--- config.mk ---
export PLATFORM = sky130hd
export DESIGN_NAME = rc3_div_chain
export DESIGN_NICKNAME = d
export VERILOG_FILES = /design/src/design/rc3_pkg.sv /design/src/design/rc3_div_cell.sv /design/src/design/rc3_div_chain.sv
export SDC_FILE = /design/constraint.sdc
export NUM_CORES = 2
export LEC_CHECK = 0
export BUFFER_PORTS_ARGS = -buffer_cell sky130_fd_sc_hd__buf_4
export CAP_MARGIN = 20
export CORE_ASPECT_RATIO = 1.2
export CORE_MARGIN = 1
export CORE_UTILIZATION = 62
export CTS_CLUSTER_DIAMETER = 40
export CTS_CLUSTER_SIZE = 8
export DETAILED_ROUTE_END_ITERATION = 10
export MAX_ROUTING_LAYER = met4
export PLACE_DENSITY = 0.84
export SYNTH_ARGS = -nofsm -noshare
export SYNTH_HDL_FRONTEND = slang
export SYNTH_SLANG_ARGS = --single-unit
--- constraint.sdc ---
create_clock -name clock -period 3.94 [get_ports clock]
set_input_delay 0.197 -clock clock [delete_from_list [all_inputs] [get_ports clock]]
set_output_delay 0.197 -clock clock [all_outputs]
set_load 0.02 [all_outputs]
--- src/design/rc3_pkg.sv ---
// ----------------------------------------------------------------------------
// RGB 3x3 convolution package
// Widths, codes and the word that travels down the divider chain.
// ----------------------------------------------------------------------------
package rc3_pkg;

   localparam int LANES = 3;
   localparam int PIX_W = 8;
   localparam int SUM_W = 21;
   localparam int TOT_W = 12;
   localparam int DVD_W = 20;
   localparam int DIV_W = 11;

   typedef logic [2:0] csr_index_type;

   localparam csr_index_type CSR_COEF_A = 3'd0;
   localparam csr_index_type CSR_COEF_B = 3'd1;
   localparam csr_index_type CSR_COEF_C = 3'd2;
   localparam csr_index_type CSR_ABS    = 3'd3;
   localparam csr_index_type CSR_WIDTH  = 3'd4;
   localparam csr_index_type CSR_HEIGHT = 3'd5;

   localparam logic ACT_PUSH  = 1'b0;
   localparam logic ACT_DRAIN = 1'b1;

   typedef enum logic [2:0] {
      ST_IDLE,
      ST_READ,
      ST_FLUSH,
      ST_LAUNCH,
      ST_DIV,
      ST_OUT
   } state_type;

   typedef struct packed {
      logic [LANES-1:0][DVD_W-1:0] num;
      logic [LANES-1:0][DIV_W-1:0] rem;
      logic [DIV_W-1:0]            den;
      logic [LANES-1:0]            neg;
      logic                        abs_mode;
      logic                        last;
   } div_word_type;

endpackage

--- src/design/rc3_div_cell.sv ---
// ----------------------------------------------------------------------------
// Divider cell
// One restoring step on three lanes: develops one quotient bit per lane.
// ----------------------------------------------------------------------------
module rc3_div_cell (
   input  logic                 clock,
   input  logic                 reset,
   input  logic                 in_valid,
   input  rc3_pkg::div_word_type in_word,
   output logic                 out_valid,
   output rc3_pkg::div_word_type out_word
);
   import rc3_pkg::*;

   logic         valid_ff;
   div_word_type word_ff;
   div_word_type word_in;
   logic [DIV_W:0] trial [LANES];
   logic [DIV_W:0] diff [LANES];
   logic           fits [LANES];

   always_comb begin
      word_in = in_word;
      for (int l = 0; l < LANES; l++) begin
         trial[l] = {in_word.rem[l], in_word.num[l][DVD_W-1]};
         diff[l] = trial[l] - {1'b0, in_word.den};
         fits[l] = trial[l] >= {1'b0, in_word.den};
         word_in.rem[l] = fits[l] ? diff[l][DIV_W-1:0] : trial[l][DIV_W-1:0];
         word_in.num[l] = {in_word.num[l][DVD_W-2:0], fits[l]};
      end
   end

   always_ff @(posedge clock) begin
      if (reset) begin
         valid_ff <= 1'b0;
      end else begin
         valid_ff <= in_valid;
      end
      word_ff <= word_in;
   end

   assign out_valid = valid_ff;
   assign out_word  = word_ff;

endmodule

--- src/design/rc3_div_chain.sv ---
// ----------------------------------------------------------------------------
// Divider chain
// A row of divider cells; the quotient magnitude leaves the last cell.
// ----------------------------------------------------------------------------
module rc3_div_chain (
   input  logic                 clock,
   input  logic                 reset,
   input  logic                 in_valid,
   input  rc3_pkg::div_word_type in_word,
   output logic                 out_valid,
   output rc3_pkg::div_word_type out_word
);
   import rc3_pkg::*;

   logic         vld [DVD_W+1];
   div_word_type word [DVD_W+1];

   assign vld[0]  = in_valid;
   assign word[0] = in_word;

   for (genvar i = 0; i < DVD_W; i++) begin : g_cell
      rc3_div_cell u_cell (
         .clock     (clock),
         .reset     (reset),
         .in_valid  (vld[i]),
         .in_word   (word[i]),
         .out_valid (vld[i+1]),
         .out_word  (word[i+1])
      );
   end

   assign out_valid = vld[DVD_W];
   assign out_word  = word[DVD_W];

endmodule

# Word-level counts from Yosys, hierarchy flattened

Index checks and enable logic that the tools add are counted.

Register bits: 2200
Output and inout bits: 110

$add $sub $neg: 60
Magnitude comparators: 60
Mux-type cells: 60

Operators by type and width:

| operator                                         | count |
|---|---|
| 12-bit by 11-bit >= comparator with 1-bit output | 60 |
| 11-bit 2-to-1 mux                                | 60 |
| 11-bit subtractor                                | 60 |

# Longest topological paths before layout

Depth after elaboration: 2
Mapped depth: 10
Gate-level depth less buffers: 10

# Hierarchy

From an unflattened synthesis, not the netlist that was laid out.

Cells, all modules: 7131
Area, all modules: 83344.9 sq um

By module, submodules not included:

| module                                | times used | cells each | area each (sq um) | seq. area each (sq um) |
|---|---|---|---|---|
| rc3_div_cell at g_cell[13].u_cell ... | 13         | 345        | 4142.7            | 2202.1 |
| rc3_div_cell at g_cell[0].u_cell ...  | 7          | 378        | 4212.8            | 2202.1 |

# Least setup slack after synthesis

No wires, ideal clock.

Path kind: register to register
Start: reg g_cell[15].u_cell.word_ff, in the netlist g_cell[15].u_cell.out_word[5]
End: reg g_cell[16].u_cell.word_ff, in the netlist g_cell[16].u_cell.out_word[41]
Arrival: 2.276 ns
Path slack: 1.543 ns
Cell stages (with the launch flop): 10
Buffers on the path: 1
Period minus slack after synthesis: 2.397 ns
Cell sequence: dfxtp_1 > ha_1 > fa_1 > nand2b_1 > a21oi_1 > a41o_1 > a21oi_1 > o21ai_1 > buf_4 > mux2_2

RTL lines:

| item                   | RTL line           | RTL |
|---|---|---|
| start, declared        | rc3_div_cell.sv:16 | `div_word_type word_ff;` |
| start signal, assigned | rc3_div_cell.sv:39 | `word_ff <= word_in;` |
| end signal, assigned   | rc3_div_cell.sv:39 |  |
| end, declared          | rc3_div_cell.sv:16 |  |

==> impl_metrics.csv <==
group,metric,value,unit
outcome,status,"finished, final reports clean",
critical_path,cp.depth,8,
routing,detail-route-antenna-nets,0,
finish,area_growth,17.9,%
pwr,p_leak,42.9,nW
critical_path,path_class,"flop to flop",
synth,synth_edf_count,0,
floorplanning,coreArea,135000,sq um
routing,dr.pass1.iters,8,
clock_network,cts_inserted_buffers,342,
critical_path,start_kind,"flop",
critical_path,startpoint,"g_cell[3].u_cell.out_word[5]$_DFF_P_",
pwr,power_switching,34.3,mW
placement,dp_hpwl,147,mm
synth,synthTopCellsByCount,"dfxtp_1 (2200), ha_1 (660), mux2_2 (584), a21oi_1 (490), inv_1 (483)",
critical_path,path_buf_inv,0,
clock_network,postCtsSetupBuffers,0,
finish,fin_nets,8955,
clock_network,clk_pin_slew,50,ps
synth,synth_cell_types,57,
critical_path,rr_endpoint,"g_cell[4].u_cell.out_word[35]$_DFF_P_",
finish,fill_cells,8652,
clock_network,tritoncts,"yes",
timing,fin_skew,83.8,ps
floorplanning,dieHeight,406,um
synth,yosys_warnings,0,
hold_path,hold_path.class,"input pin to flop",
clock_network,postCtsResizedCells,0,
critical_path,r2r_cells,8,
synth,avgSynthCellArea,11.4,sq um
timing,fin_setup_tns,0,ps
clock_network,worstSkewPairLatency,930,ps
critical_path,cp_common_cell,"a21oi_1",
floorplanning,die_area,138000,sq um
pwr,swShare,0.345,
timing,hold-worst-slack,59.9,ps
pwr,comb_power_share,0.407,
synth,yosys.area.top_type,"dfxtp_1",
global_route,gr-usage-all-layers,0.308,
critical_path,crit_family,"compound AO/OA/AOI/OAI gates",
global_route,antenna_found_initial,5,
timing,fmax,0.321,GHz
job,maxCapViolCount,0,
timing,hold_viol,0,
clock_network,htreeDepth,5,
synth,ys_seq_area_frac,0.522,
critical_path,worst_ep_required_time,4690,ps
synth,ys_top_cells_by_area,"dfxtp_1 (52%), ha_1 (9.8%), mux2_2 (7.8%), xnor2_1 (3.1%), a21oi_1 (2.9%)",
global_route,grt_first_pass_wirelength,324,mm
timing,slew_headroom,0.334,
clock_network,cts.path.max_buffers,4,
timing,setup_violations,0,
critical_path,crit_fanout,12,
clock_network,ctsHoldBuffers,217,
pwr,p_clk_frac,0.256,
critical_path,cp_cell_sequence,"ha_1 -> fa_1 -> nand2b_1 -> a21oi_1 -> a41o_1 -> a21oi_1 -> o221ai_2 -> mux2_2",
pwr,ir_drop,0.576,mV
pwr,power.internal,65.3,mW
placement,gp_congestion,0.977,
global_route,grt_start_max_net_pins,21,
critical_path,slowest_stage,"o221ai_2",
synth,synth_top_area_frac,0.522,
finish,drive_above_1_share,0.157,
floorplanning,rows,148,
global_route,grt-ovfl-total,0,
routing,drt-initial-drc-count,3370,
clock_network,cts_root_buf,"clkbuf_16",
routing,vias_per_cell,5.80,
timing,min_period,3120,ps
pwr,power,99.6,mW
global_route,first_global_vias,60500,
synth,synth-seq-cells,2200,
routing,post_drt_wl_per_cell,21.1,um
critical_path,max_stage_delay,660,ps
placement,port_buffers,221,
timing,max_slew.worst_pin.slew,1000,ps
synth,syn_inst,7395,
synth,synthFlopType,"dfxtp_1",
critical_path,crit_arrival,3870,ps
routing,num_vias,57900,
critical_path,r2r_slack,820,ps
synth,syn_nets,8227,
floorplanning,die_w,339,um
clock_network,clock-sinks,2200,
timing,drv_slew,0,
synth,synthArstFlopShare,0,
routing,drc_errors,0,
critical_path,cp-end-kind,"flop",
critical_path,timing.rr.start,"g_cell[3].u_cell.out_word[5]$_DFF_P_",
pwr,power.density,1000,nW/um^2
pwr,seq_power_share,0.337,
floorplanning,start_util,0.624,
synth,synthesis.area,84400,sq um
synth,synth_most_common_cell,"dfxtp_1",
floorplanning,io_pins,222,
timing,post-route-period-util,0.791,
routing,drt_wl_total,211,mm
timing,rsz0062_at_grt,"no",
critical_path,crit_end,"g_cell[4].u_cell.out_word[35]$_DFF_P_",
==> logic make-up (layout without fill, tap and decap cells) <==
family | Yosys count | count (layout) | share of synthesized area
adder cells (fa/ha/maj) | 720 | 720 | 0.112
AND/OR/NAND/NOR | 1080 | 1080 | 0.0643
flip-flops | 2200 | 2200 | 0.522
XOR/XNOR | 388 | 388 | 0.0402
other | 0 | 4 | 0
buffers and inverters | 569 | 1364 | 0.0285
multiplexers | 711 | 711 | 0.0930
AO/OA/AOI/OAI | 1727 | 1727 | 0.140
==> layout by cell type, fill, tap and decap left out, drive strengths merged, types with 153 or more instances in the layout <==
cell | synthesis | routed
o21a | 210 | 210
clkbuf | 25 | 377
nor2b | 158 | 158
a21oi | 490 | 490
nand2 | 153 | 153
nor2 | 423 | 423
ha | 660 | 660
mux2 | 586 | 586
dlygate4sd3 | 0 | 217
xnor2 | 295 | 295
buf | 59 | 251
o21ai | 312 | 312
inv | 485 | 489
dfxtp | 2200 | 2200
==> layout make-up <==
cell class                      count  area [sq um]  share of cell area
Sequential cell                  2200         44000               0.442
Multi-Input combinational cell   4626         38000               0.382
Clock buffer                      377          8910              0.0894
Timing Repair Buffer              468          4060              0.0407
Tap cell                         1800          2250              0.0226
Inverter                          485          1820              0.0183
Clock inverter                     34           497             0.00499
Antenna cell                        4          10.0            0.000101
==> worst reg2reg max path, delay by kind of cell (launching register included) <==
family | cells | cell delay, ps
fa+ha+maj | 2 | 670
flops | 1 | 390
compound gates | 4 | 1350
mux | 1 | 420
simple gates | 1 | 160
==> per-layer routing <==
layer,up-vias,GRT usage,share of wire
met4,0,0.223,0.077
met5,-,-,0
met1,27600,0.308,0.36
met2,2006,0.547,0.51
met3,784,0.0500,0.046
li1,27600,-,-
==> power by group through the flow <==
stage | logic, mW | registers (mW) | clock network, mW
2_1_floorplan | 31.0 | 31.9 | 0
4_1_cts | 39.9 | 33.5 | 25.8
3_5_place_dp | 38.7 | 33.7 | 0
6_report | 40.5 | 33.6 | 25.5
3_3_place_gp | 37.5 | 33.6 | 0
5_1_grt | 44.0 | 33.9 | 27.0
==> sequential cells by signal, summed over array words and instances, names as in the netlist <==
name	cells
g_cell.u_cell.out_word	2180
g_cell.u_cell.out_valid	20
==> worst min-delay path by stage <==
stage | from | end | depth (start not counted)
2_1_floorplan | in_word[0] | g_cell[0].u_cell.out_word[0]$_DFF_P_ | 0
3_3_place_gp | in_word[107] | g_cell[0].u_cell.out_word[108]$_DFF_P_ | 1
3_5_place_dp | in_word[66] | g_cell[0].u_cell.out_word[67]$_DFF_P_ | 1
4_1_cts | in_word[96] | g_cell[0].u_cell.out_word[97]$_DFF_P_ | 2
5_1_grt | in_word[96] | g_cell[0].u_cell.out_word[97]$_DFF_P_ | 2
6_report | in_word[96] | g_cell[0].u_cell.out_word[97]$_DFF_P_ | 2
==> through the flow <==
step	util	setup slack [ps]	area (sq um)	cells
after detailed placement	0.650	849	88000	9362
after CTS	0.736	851	99600	9990
after global routing	0.736	721	99600	9994
final	0.736	823	99600	9994
after global placement	0.650	898	88000	9362
after floorplan	-	1540	84400	7395
Note: power is estimated with default switching activity, not from simulation.
